File: config.mk
export PLATFORM = sky130hd
export DESIGN_NAME = touch_contact_slot_tracker_core
export DESIGN_NICKNAME = d
export VERILOG_FILES = /design/src/sv/tcst_pkg.sv /design/src/sv/tcst_ctrl.sv /design/src/sv/tcst_dp.sv /design/src/sv/touch_contact_slot_tracker_core.sv
export SDC_FILE = /design/constraint.sdc
export NUM_CORES = 2
export LEC_CHECK = 0
export BUFFER_PORTS_ARGS = -buffer_cell sky130_fd_sc_hd__buf_2
export CELL_PAD_IN_SITES_DETAIL_PLACEMENT = 1
export CELL_PAD_IN_SITES_GLOBAL_PLACEMENT = 2
export CORE_AREA = 2 2 287 289
export DETAILED_ROUTE_END_ITERATION = 10
export DIE_AREA = 0 0 289 291
export PLACE_DENSITY_LB_ADDON = 0.3
export SYNTH_ARGS = -nofsm -noshare
export SYNTH_HDL_FRONTEND = slang
export SYNTH_HIERARCHICAL = 1
export SYNTH_SLANG_ARGS = --single-unit
File: constraint.sdc
create_clock -name i_clk -period 24.9 [get_ports i_clk]
set_input_delay 7.47 -clock i_clk [delete_from_list [all_inputs] [get_ports i_clk]]
set_output_delay 7.47 -clock i_clk [all_outputs]
set_load 0.005 [all_outputs]
File: src/sv/tcst_pkg.sv
// Shared types, constants and helpers of the touch contact slot tracker.
`default_nettype none

package tcst_pkg;

    localparam int NUM_SLOTS = 8;
    localparam int SLOT_W    = (NUM_SLOTS > 1) ? $clog2(NUM_SLOTS) : 1;

    typedef enum logic [1:0] {
        OP_CANCEL  = 2'd0,
        OP_PRESS   = 2'd1,
        OP_MOVE    = 2'd2,
        OP_RELEASE = 2'd3
    } t_op;

    typedef enum logic [1:0] {
        KIND_PRESSED  = 2'd0,
        KIND_AXIS     = 2'd1,
        KIND_RELEASED = 2'd2
    } t_kind;

    // Datapath actions ordered by the controller.
    typedef enum logic [2:0] {
        ACT_NONE    = 3'd0,
        ACT_LOAD    = 3'd1,
        ACT_FREE    = 3'd2,
        ACT_RELEASE = 3'd3,
        ACT_MOVE    = 3'd4,
        ACT_PRESS   = 3'd5,
        ACT_AXIS2   = 3'd6
    } t_act;

    typedef struct packed {
        t_act act;
    } t_cmd;

    typedef struct packed {
        logic hit;
        logic has_free;
        t_op  op;
    } t_status;

    // Report the low three bits of a slot number.
    function automatic logic [2:0] slot_to_out(input logic [SLOT_W-1:0] idx);
        logic [31:0] wide;
        wide = 32'(idx);
        return wide[2:0];
    endfunction

endpackage

`default_nettype wire

File: src/sv/tcst_ctrl.sv
// Controller state machine of the touch contact slot tracker.
`default_nettype none

module tcst_ctrl
    import tcst_pkg::*;
(
    input  wire     i_clk,
    input  wire     i_rst_n,
    input  wire     start,
    output logic    busy,
    input  t_status i_status,
    output t_cmd    o_cmd
);

    typedef enum logic [2:0] {
        S_IDLE  = 3'b001,
        S_LOOK  = 3'b010,
        S_EMIT2 = 3'b100
    } t_state;

    t_state r_state;
    t_state n_state;

    always_ff @(posedge i_clk) begin
        if (!i_rst_n) begin
            r_state <= S_IDLE;
        end else begin
            r_state <= n_state;
        end
    end

    always_comb begin
        n_state   = r_state;
        o_cmd.act = ACT_NONE;
        unique case (r_state)
            S_IDLE: begin
                if (start) begin
                    o_cmd.act = ACT_LOAD;
                    n_state   = S_LOOK;
                end
            end
            S_LOOK: begin
                n_state = S_IDLE;
                if (i_status.hit) begin
                    unique case (i_status.op)
                        OP_CANCEL:  o_cmd.act = ACT_FREE;
                        OP_RELEASE: o_cmd.act = ACT_RELEASE;
                        OP_MOVE:    o_cmd.act = ACT_MOVE;
                        OP_PRESS:   o_cmd.act = ACT_NONE;
                        default:    o_cmd.act = ACT_NONE;
                    endcase
                end else if (i_status.has_free) begin
                    o_cmd.act = ACT_PRESS;
                    n_state   = S_EMIT2;
                end
            end
            S_EMIT2: begin
                o_cmd.act = ACT_AXIS2;
                n_state   = S_IDLE;
            end
            default: begin
                n_state = S_IDLE;
            end
        endcase
    end

    assign busy = (r_state != S_IDLE);

endmodule

`default_nettype wire

File: src/sv/tcst_dp.sv
// Datapath of the touch contact slot tracker: slot table, lookup and event register.
`default_nettype none

module tcst_dp
    import tcst_pkg::*;
(
    input  wire                 i_clk,
    input  wire                 i_rst_n,
    input  t_cmd                i_cmd,
    output t_status             o_status,
    input  wire  [1:0]          i_op,
    input  wire  [31:0]         i_contact_id,
    input  wire  signed [15:0]  i_pos_x,
    input  wire  signed [15:0]  i_pos_y,
    output logic                o_valid,
    output logic [1:0]          o_event_kind,
    output logic [2:0]          o_slot_index,
    output logic [31:0]         o_event_id,
    output logic signed [15:0]  o_event_x,
    output logic signed [15:0]  o_event_y,
    output logic signed [16:0]  o_delta_x,
    output logic signed [16:0]  o_delta_y,
    output logic                o_last
);

    // Latched item
    t_op         r_op;
    logic [31:0] r_id;
    logic [15:0] r_px;
    logic [15:0] r_py;

    // Slot table
    logic        r_used   [NUM_SLOTS];
    logic [31:0] r_contact[NUM_SLOTS];
    logic [15:0] r_cur_x  [NUM_SLOTS];
    logic [15:0] r_cur_y  [NUM_SLOTS];
    logic [15:0] r_prev_x [NUM_SLOTS];
    logic [15:0] r_prev_y [NUM_SLOTS];

    // Event register
    logic        r_valid;
    t_kind       r_kind;
    logic [2:0]  r_slot;
    logic [31:0] r_ev_id;
    logic [15:0] r_ev_x;
    logic [15:0] r_ev_y;
    logic [16:0] r_dx;
    logic [16:0] r_dy;
    logic        r_last;

    logic [NUM_SLOTS-1:0] hit_vec;
    logic [NUM_SLOTS-1:0] free_vec;
    logic [SLOT_W-1:0]    hit_idx;
    logic [SLOT_W-1:0]    free_idx;
    logic [15:0]          sel_cur_x;
    logic [15:0]          sel_cur_y;
    logic [16:0]          move_dx;
    logic [16:0]          move_dy;

    always_comb begin
        for (int i = 0; i < NUM_SLOTS; i++) begin
            hit_vec[i]  = r_used[i] && (r_contact[i] == r_id);
            free_vec[i] = !r_used[i];
        end
    end

    // Find the first matching and the first free slot.
    always_comb begin
        hit_idx  = '0;
        free_idx = '0;
        for (int i = NUM_SLOTS - 1; i >= 0; i--) begin
            if (hit_vec[i]) begin
                hit_idx = SLOT_W'(i);
            end
            if (free_vec[i]) begin
                free_idx = SLOT_W'(i);
            end
        end
    end

    assign sel_cur_x = r_cur_x[hit_idx];
    assign sel_cur_y = r_cur_y[hit_idx];
    assign move_dx   = {r_px[15], r_px} - {sel_cur_x[15], sel_cur_x};
    assign move_dy   = {r_py[15], r_py} - {sel_cur_y[15], sel_cur_y};

    assign o_status.hit      = |hit_vec;
    assign o_status.has_free = |free_vec;
    assign o_status.op       = r_op;

    // Item latch and table payload
    always_ff @(posedge i_clk) begin
        unique case (i_cmd.act)
            ACT_LOAD: begin
                r_op <= t_op'(i_op);
                r_id <= i_contact_id;
                r_px <= i_pos_x;
                r_py <= i_pos_y;
            end
            ACT_MOVE: begin
                r_prev_x[hit_idx] <= sel_cur_x;
                r_prev_y[hit_idx] <= sel_cur_y;
                r_cur_x[hit_idx]  <= r_px;
                r_cur_y[hit_idx]  <= r_py;
            end
            ACT_PRESS: begin
                r_contact[free_idx] <= r_id;
                r_cur_x[free_idx]   <= r_px;
                r_cur_y[free_idx]   <= r_py;
                r_prev_x[free_idx]  <= r_px;
                r_prev_y[free_idx]  <= r_py;
            end
            ACT_NONE, ACT_FREE, ACT_RELEASE, ACT_AXIS2: begin
            end
            default: begin
            end
        endcase
    end

    // Slot occupancy
    always_ff @(posedge i_clk) begin
        if (!i_rst_n) begin
            for (int i = 0; i < NUM_SLOTS; i++) begin
                r_used[i] <= 1'b0;
            end
        end else begin
            if (i_cmd.act == ACT_FREE || i_cmd.act == ACT_RELEASE) begin
                r_used[hit_idx] <= 1'b0;
            end else if (i_cmd.act == ACT_PRESS) begin
                r_used[free_idx] <= 1'b1;
            end
        end
    end

    // Event strobe
    always_ff @(posedge i_clk) begin
        if (!i_rst_n) begin
            r_valid <= 1'b0;
        end else begin
            r_valid <= (i_cmd.act == ACT_RELEASE) || (i_cmd.act == ACT_MOVE) ||
                       (i_cmd.act == ACT_PRESS) || (i_cmd.act == ACT_AXIS2);
        end
    end

    // Event payload
    always_ff @(posedge i_clk) begin
        unique case (i_cmd.act)
            ACT_RELEASE: begin
                r_kind  <= KIND_RELEASED;
                r_slot  <= slot_to_out(hit_idx);
                r_ev_id <= r_id;
                r_ev_x  <= r_prev_x[hit_idx];
                r_ev_y  <= r_prev_y[hit_idx];
                r_dx    <= '0;
                r_dy    <= '0;
                r_last  <= 1'b1;
            end
            ACT_MOVE: begin
                r_kind  <= KIND_AXIS;
                r_slot  <= slot_to_out(hit_idx);
                r_ev_id <= r_id;
                r_ev_x  <= r_px;
                r_ev_y  <= r_py;
                r_dx    <= move_dx;
                r_dy    <= move_dy;
                r_last  <= 1'b1;
            end
            ACT_PRESS: begin
                r_kind  <= KIND_PRESSED;
                r_slot  <= slot_to_out(free_idx);
                r_ev_id <= r_id;
                r_ev_x  <= r_px;
                r_ev_y  <= r_py;
                r_dx    <= '0;
                r_dy    <= '0;
                r_last  <= 1'b0;
            end
            ACT_AXIS2: begin
                // Same slot and position as the pressed event just sent.
                r_kind <= KIND_AXIS;
                r_last <= 1'b1;
            end
            ACT_NONE, ACT_LOAD, ACT_FREE: begin
            end
            default: begin
            end
        endcase
    end

    assign o_valid      = r_valid;
    assign o_event_kind = r_kind;
    assign o_slot_index = r_slot;
    assign o_event_id   = r_ev_id;
    assign o_event_x    = r_ev_x;
    assign o_event_y    = r_ev_y;
    assign o_delta_x    = r_dx;
    assign o_delta_y    = r_dy;
    assign o_last       = r_last;

endmodule

`default_nettype wire

File: src/sv/touch_contact_slot_tracker_core.sv
// Top level of the touch contact slot tracker: controller plus datapath.
//
//   channel  direction  handshake                 payload
//   -------  ---------  ------------------------  ------------------------------------------
//   item     in         start & !busy             i_op, i_contact_id, i_pos_x, i_pos_y
//   event    out        o_valid, one-cycle strobe o_event_kind, o_slot_index, o_event_id,
//                                                 o_event_x, o_event_y, o_delta_x,
//                                                 o_delta_y, o_last
//
// An item is accepted in idle and then looked up against all slots; it yields no
// event or one event, or, when it takes a new slot, pressed plus axis, the axis
// event coming from a second emit state. The lookup compares against every slot,
// picks the first match or free slot, updates that slot and loads the event register.
// Each event sits on the outputs for exactly one cycle; the receiver cannot stall,
// and the next item may be accepted while the last event is still showing.
// Synchronous active-low reset frees every slot and clears the event strobe.
`default_nettype none

module touch_contact_slot_tracker_core
    import tcst_pkg::*;
(
    input  wire                 i_clk,
    input  wire                 i_rst_n,
    input  wire                 start,
    output logic                busy,
    input  wire  [1:0]          i_op,
    input  wire  [31:0]         i_contact_id,
    input  wire  signed [15:0]  i_pos_x,
    input  wire  signed [15:0]  i_pos_y,
    output logic                o_valid,
    output logic [1:0]          o_event_kind,
    output logic [2:0]          o_slot_index,
    output logic [31:0]         o_event_id,
    output logic signed [15:0]  o_event_x,
    output logic signed [15:0]  o_event_y,
    output logic signed [16:0]  o_delta_x,
    output logic signed [16:0]  o_delta_y,
    output logic                o_last
);

    // Commands from the controller, status back from the datapath.
    t_cmd    cmd;
    t_status status;

    // Sequence: idle -> lookup -> (second event for a new contact) -> idle.
    tcst_ctrl u_ctrl (
        .i_clk    (i_clk),
        .i_rst_n  (i_rst_n),
        .start    (start),
        .busy     (busy),
        .i_status (status),
        .o_cmd    (cmd)
    );

    // Hold the slot table, match the item and drive the event register.
    tcst_dp u_dp (
        .i_clk        (i_clk),
        .i_rst_n      (i_rst_n),
        .i_cmd        (cmd),
        .o_status     (status),
        .i_op         (i_op),
        .i_contact_id (i_contact_id),
        .i_pos_x      (i_pos_x),
        .i_pos_y      (i_pos_y),
        .o_valid      (o_valid),
        .o_event_kind (o_event_kind),
        .o_slot_index (o_slot_index),
        .o_event_id   (o_event_id),
        .o_event_x    (o_event_x),
        .o_event_y    (o_event_y),
        .o_delta_x    (o_delta_x),
        .o_delta_y    (o_delta_y),
        .o_last       (o_last)
    );

endmodule

`default_nettype wire

== Word level (Yosys, flattened, before mapping) ==
Memories as Yosys holds them, arrays and structs flattened.
Cells that the tools add are included.

* Bitwise logic cells: 0
* Multipliers: 0
* Div/mod/pow operators: 0
* Equal/unequal tests: 22
* Reductions and logical operators: 40
* Shift-type cells: 0
* Order comparisons: 0
* Muxes and demuxes: 61
* Add/subtract/negate cells: 2

{| class="wikitable"
|+ Operators by type and width
! cell !! number
|-
| $eq A32 B32 Y1 || 8
|-
| $mux W3 || 27
|-
| $pmux W17 S2 || 2
|-
| $mux W16 || 4
|-
| $pmux W16 S2 || 2
|-
| $reduce_or A16 Y1 || 4
|-
| $sub A16 B16 Y17 || 2
|-
| $mux W1 || 20
|-
| $reduce_or A8 Y1 || 2
|-
| $eq A3 B3 Y1 const B || 4
|-
| $pmux W3 S2 || 2
|-
| $pmux W3 S4 || 1
|-
| $eq A3 B2 Y1 const B || 3
|-
| $pmux W3 S3 || 1
|-
| $logic_and A1 B1 Y1 || 8
|-
| $logic_not A1 Y1 || 8
|-
| $reduce_bool A2 Y1 || 4
|-
| $reduce_or A2 Y1 || 4
|-
| $eq A3 B1 Y1 const B || 2
|-
| $pmux W2 S3 || 1
|-
| $reduce_or A3 Y1 || 2
|-
| $eq A2 B2 Y1 const B || 2
|-
| $logic_or A1 B1 Y1 || 4
|-
| $ne A3 B1 Y1 const B || 1
|-
| 6 further kinds || 7
|}

* Output and inout bits: 106
* Memories: 6
* Latch bits: 0
* Memory bits (read-only): 0
* Bits in writable memories: 776
* Flip-flop bits (word level): 174

{| class="wikitable"
|+ Memories
! name !! words !! width !! rd ports !! clocked after memory_dff !! wr ports !! line !! RTL
|-
| u_dp.r_contact || 8 || 32 || 8 || 0 || 1 || tcst_dp.sv:34 || <nowiki>logic [31:0] r_contact[NUM_SLOTS];</nowiki>
|-
| u_dp.r_cur_x || 8 || 16 || 1 || 0 || 1 || tcst_dp.sv:35 || <nowiki>logic [15:0] r_cur_x [NUM_SLOTS];</nowiki>
|-
| u_dp.r_cur_y || 8 || 16 || 1 || 0 || 1 || tcst_dp.sv:36 || <nowiki>logic [15:0] r_cur_y [NUM_SLOTS];</nowiki>
|-
| u_dp.r_prev_x || 8 || 16 || 1 || 0 || 1 || tcst_dp.sv:37 || <nowiki>logic [15:0] r_prev_x [NUM_SLOTS];</nowiki>
|-
| u_dp.r_prev_y || 8 || 16 || 1 || 0 || 1 || tcst_dp.sv:38 || <nowiki>logic [15:0] r_prev_y [NUM_SLOTS];</nowiki>
|-
| u_dp.r_used || 8 || 1 || 8 || 0 || 8 || tcst_dp.sv:33 || <nowiki>logic r_used [NUM_SLOTS];</nowiki>
|}

== Longest topological paths before layout ==
An unclocked memory read counts as a cell.

* Depth after elaboration: 14
* Depth in mapped cells: 23

== Hierarchy ==
Netlist, hierarchy kept.

{| class="wikitable"
|+ By module, submodules not included
! module !! instances !! cells each !! area each (sq um) !! seq. area each (sq um)
|-
| tcst_dp || 1 || 2432 || 39945.8 || 28347.2
|-
| tcst_ctrl || 1 || 22 || 197.7 || 60.1
|}

== Worst setup path before layout ==
No wires, ideal clock.

* Path type: input-to-reg
* From: input port start
* To: memory u_dp.r_cur_x[1][0] (enable)
* Arrival: 13.402 ns
* Setup slack: 10.933 ns
* Stages on the path: 8
* Buffers on the path: 2
* Path through: nand3b_1 > o22ai_1 > and2_1 > clkbuf_1 > clkbuf_1 > o21ai_0 > or2_2 > nor3_1

{| class="wikitable"
|+ RTL lines
! what !! line !! RTL
|-
| from (decl) || touch_contact_slot_tracker_core.sv:24 || <nowiki>input wire start,</nowiki>
|-
| to (decl) || tcst_dp.sv:35 ||
|}

==> results <==
- The flow ran to the end, and the final reports show no timing, DRC or antenna violations.
- The count of standard-cell rows is 105.
- Clock tree synthesis selected as its root buffer the cell sky130_fd_sc_hd__clkbuf_16.
- The post-placement cell count is 3662.
- Across all register-to-register paths, the minimum setup slack is 16.40 ns.
- The last element of the critical path is u_dp/r_cur_y[3][5].
- Entering global routing, the biggest net connects 66 pins.
- The count of cells in the finished layout, fillers not included, comes to 3838.
- By count the netlist is led by 938 x sky130_fd_sc_hd__edfxtp_1, 294 x sky130_fd_sc_hd__mux2i_1, 185 x sky130_fd_sc_hd__xor2_1.
- The total net switching power is 0.734 mW.
- By area the synthesized netlist is led by sky130_fd_sc_hd__edfxtp_1 70%, sky130_fd_sc_hd__mux2i_1 7.3%, sky130_fd_sc_hd__xor2_1 4.0%.
- The number of warning messages in the yosys log is 6.
- The kind of cell adding the most delay to the critical path is simple AND/OR/NAND/NOR gates.
- The number of setup buffers added after CTS is 0.
- For this run, design rule violations remaining after detail routing come to 0.
- The mean cell area of the mapped netlist is 16.4 um^2.
- The worst setup path is of the input pin to flop kind.
- The leakage component of the power is 16.5 nW.
- The HPWL reported at the end of detailed placement is 65.7 mm.
- The number of flops mapped to enable cells by yosys is 938.
- Measured along the y axis, the die boundary spans 291 um.
- The number of synthesized register bits is 950.
- The detail route stage leaves a number of antenna-violating nets equal to 0.
- The combinational fraction of design power is 0.048.
- For the final routed database, the setup TNS stands at 0 ns.
- The worst setup skew after layout is 0.0254 ns.
- The internal power contribution is 2.65 mW.
- CTS built an H-tree with a depth of 3.
- The tool flagged a number of max-cap violations equal to 0.
- The most instantiated library cell after synthesis is sky130_fd_sc_hd__edfxtp_1.
- Timing analysis after detailed placement gives a worst setup slack of 12.86 ns.
- The peak ir drop on the vdd network is 0.0000787 V.
- The wire length after detailed routing is 110 mm.
- The most critical setup path has its startpoint at start.
- The final hold slack is 0.605 ns.
- The top-level I/O count is 175.
- The hold violation count in the final report is 0.
- The number of nets in the synthesized netlist is 2561.
- The power after layout is 3.38 mW.
- Of the post-synthesis cell area, the dominant cell type holds 0.702.
- The transition time at the pin with the least slew margin is 1.19 ns.
- The sequential share of power is 0.531.
- The critical-path maximum fanout is 45.
- The final RePlAce weighted congestion is 0.848.
- Of the available clock period, the critical path in the final layout requires 0.459.
- Synthesis handed over a netlist of 2454 instances.
- The switching share of power is 0.217.
- The total standard cell area after synthesis is 0.0401 mm^2.
- Setup repair after global routing left no endpoint under its margin.
- The number of buffers and inverters on the critical path is 4.
- STA classifies the critical path endpoint as a flop.
- The worst-path cell with the longest stage delay is sky130_fd_sc_hd__buf_4.
- The sequential area share after synthesis is 0.708.
- The number of antenna violations at the first check in global routing came to 3.
- Based on the critical path, the design can be clocked at up to 87.4 MHz.
- The overall global routing resource usage is 0.262.
- The net total in the final layout is 2798.
- The length of the first detailed-routing pass in iterations is 7.
- The critical path launch point type is an input pin.
- After routing the design area is 0.0456 mm^2.
- The max-slew violation count is 0.
- The number of different library cells used by synthesis comes to 68.
- Traced cell by cell, the critical path runs through buf_2, nand3b_1, o22ai_1, and2_2, buf_4, nand3_1, o21a_1, inv_1, nand2_1, nor2_4, buf_4.
- The initial core utilization is 0.494.
- Gates resized during post-CTS repair numbered 0.
- The number of cells on the critical path is 11.
- The share of total power dissipated in the clock network is 0.421.
- The floorplan step defined a die boundary enclosing 0.0841 mm^2.
- Setup slack on the critical path of the routed design comes to 13.46 ns.
- The cell with the most instances on the worst path is sky130_fd_sc_hd__buf_4.
- The via count is 23.2k.
- Buffers inserted during clock tree synthesis total 97.
- Dividing the detail-routed wire length by the instance count gives 28.7 um.
- The clock transition time at the flip-flop clock pins of the worst setup and hold paths is 0.06 ns.
- Once layout is complete, the utilization of the core stands at 0.562.
- Of all cell types, the one taking the most synthesized area is sky130_fd_sc_hd__edfxtp_1.
- The CTS sink count is 950.
- The global route total overflow is 0.
- Buffers placed on the I/O ports in this run total 174.
- At the worst endpoint, the required time is 25.16 ns.
- The total power density per cell area is 74.2 mW/mm^2.
- The total area inside the core boundary comes to 0.0812 mm^2.
- The violation count after the first detailed-route iteration is 1941.
- Measured along the x axis, the die boundary spans 289 um.
- The endpoint identified for the worst register-to-register timing path is u_dp/r_cur_y[3][5].
- The global-route wire length before repair is 162 mm.
- The number of cells on the worst reg-to-reg path is 20.
- The area growth from synthesis to final layout is 13.6%.
- The final critical path time including I/O delays and setup is 11.44 ns.
- The worst register-to-register path begins at u_dp/r_id[2].
- The CTS tree is built.
- Setup violations remaining at the end of the flow were counted as 0.
- The longest individual stage delay on the worst path is 0.79 ns.
- The share of cells above drive strength 1 is 0.185.
- Among all flip-flop cells after synthesis, the most frequent one is sky130_fd_sc_hd__edfxtp_1.
- Measured against its own limit, the worst slew margin works out to 0.201.
- The cell area after placement is 0.0425 mm^2.
- The number of buffers inserted for hold repair after clock tree synthesis is 0.
- The worst min-delay path category is flop to flop.
- The clock latency reported for the late side of the worst-skew pair is 0.66 ns.
- After detailed routing, the number of vias per cell comes to 6.05.
- The number of global-route vias before repair is 24.8k.
- No sink is reached through more buffers than the 3 on the longest clock path.
- The signal arrival time at the worst endpoint is 11.70 ns.
- The cell count of the worst hold path is 2.
- The share of flip-flops with an asynchronous set or reset after synthesis is 0.
==> worst min path at each step <==
stage,from,to,slack (ns)
floorplan,u_dp/r_used[6],u_dp/r_used[6],0.47
global placement,u_ctrl/r_state[1],u_ctrl/r_state[2],0.54
detailed placement,u_dp/r_used[7],u_dp/r_used[7],0.58
CTS,u_dp/r_used[7],u_dp/r_used[7],0.59
global route,u_ctrl/r_state[1],u_ctrl/r_state[2],0.63
finish,u_dp/r_used[7],u_dp/r_used[7],0.60
==> cells by family (layout without fill, tap and decap cells) <==
group                    after synthesis  after routing  synth area share
other                                  0              1                 0
AO/OA/AOI/OAI                        223            223            0.0433
flip-flops                           950            950             0.708
adder cells (fa/ha/maj)               38             38            0.0122
buffers and inverters                131            444            0.0154
AND/OR/NAND/NOR                      453            453            0.0623
multiplexers                         393            393             0.101
XOR/XNOR                             266            266            0.0580
==> worst min-delay path: cells and delay by family, from the launching register on <==
kind	cells	cell delay, ns
flip-flops	1	0.39
AND/OR/NAND/NOR	1	0.10
multiplexers	1	0.07
==> flip-flops by register name, summed over array words and instances (netlist names) <==
register,count
u_dp/o_event_y,16
u_dp/o_valid,1
u_dp/o_event_id,32
u_dp/r_cur_x,128
u_dp/r_cur_y,128
u_ctrl/r_state,3
u_dp/r_id,32
u_dp/r_op,2
u_dp/r_px,16
u_dp/o_delta_x,17
u_dp/o_delta_y,17
u_dp/r_used,8
u_dp/r_contact,256
u_dp/o_slot_index,3
u_dp/r_prev_x,128
u_dp/r_prev_y,128
u_dp/o_event_kind,2
u_dp/o_event_x,16
u_dp/o_last,1
u_dp/r_py,16
==> routing by layer <==
layer,GRT usage,up-vias,part of all wire
met2,0.440,775,0.50
met5,0,-,0.00012
met3,0.0328,168,0.056
met4,0.0795,2,0.024
met1,0.356,12200,0.42
li1,-,10059,-
==> layout by cell type (no fill, tap or decap), types with 15 or more instances in the layout <==
cell and count:
sky130_fd_sc_hd__mux2_2 95, sky130_fd_sc_hd__o22ai_1 35, sky130_fd_sc_hd__a211o_1 32, sky130_fd_sc_hd__mux2i_1 294, sky130_fd_sc_hd__nand2b_1 24, sky130_fd_sc_hd__nand4_1 34, sky130_fd_sc_hd__clkbuf_1 20, sky130_fd_sc_hd__or3_1 16
sky130_fd_sc_hd__o21ai_0 22, sky130_fd_sc_hd__inv_1 24, sky130_fd_sc_hd__a222oi_1 32, sky130_fd_sc_hd__ha_1 36, sky130_fd_sc_hd__nor4_1 82, sky130_fd_sc_hd__xor2_1 185, sky130_fd_sc_hd__buf_2 174, sky130_fd_sc_hd__a21bo_1 28
sky130_fd_sc_hd__clkbuf_16 99, sky130_fd_sc_hd__nor2_1 51, sky130_fd_sc_hd__clkinv_1 24, sky130_fd_sc_hd__xnor2_1 81, sky130_fd_sc_hd__buf_4 70, sky130_fd_sc_hd__nand2_1 71, sky130_fd_sc_hd__a21oi_1 18, sky130_fd_sc_hd__clkinv_2 15
sky130_fd_sc_hd__edfxtp_1 938, sky130_fd_sc_hd__nand3_1 30, sky130_fd_sc_hd__and2_1 29, sky130_fd_sc_hd__nor3_1 34
==> power groups by stage <==
stage | registers, mW | logic [mW] | clock network [mW]
final | 1.80 | 0.161 | 1.42
after floorplan | 1.83 | 0.0877 | 0
after global routing | 1.80 | 0.173 | 1.50
after CTS | 1.80 | 0.161 | 1.45
after detailed placement | 1.83 | 0.159 | 0
after global placement | 1.83 | 0.152 | 0
==> final cells by class <==
| type | count | area, um^2 |
|---|---|---|
| Multi-Input combinational cell | 1373 | 11300 |
| Timing Repair Buffer | 245 | 1420 |
| Antenna cell | 1 | 2.50 |
| Tap cell | 1070 | 1340 |
| Clock buffer | 119 | 2550 |
| Inverter | 24 | 90.1 |
| Clock inverter | 56 | 528 |
| Fill cell | 7559 | 35600 |
| Sequential cell | 950 | 28400 |
Power figures use the tool's default switching activity.
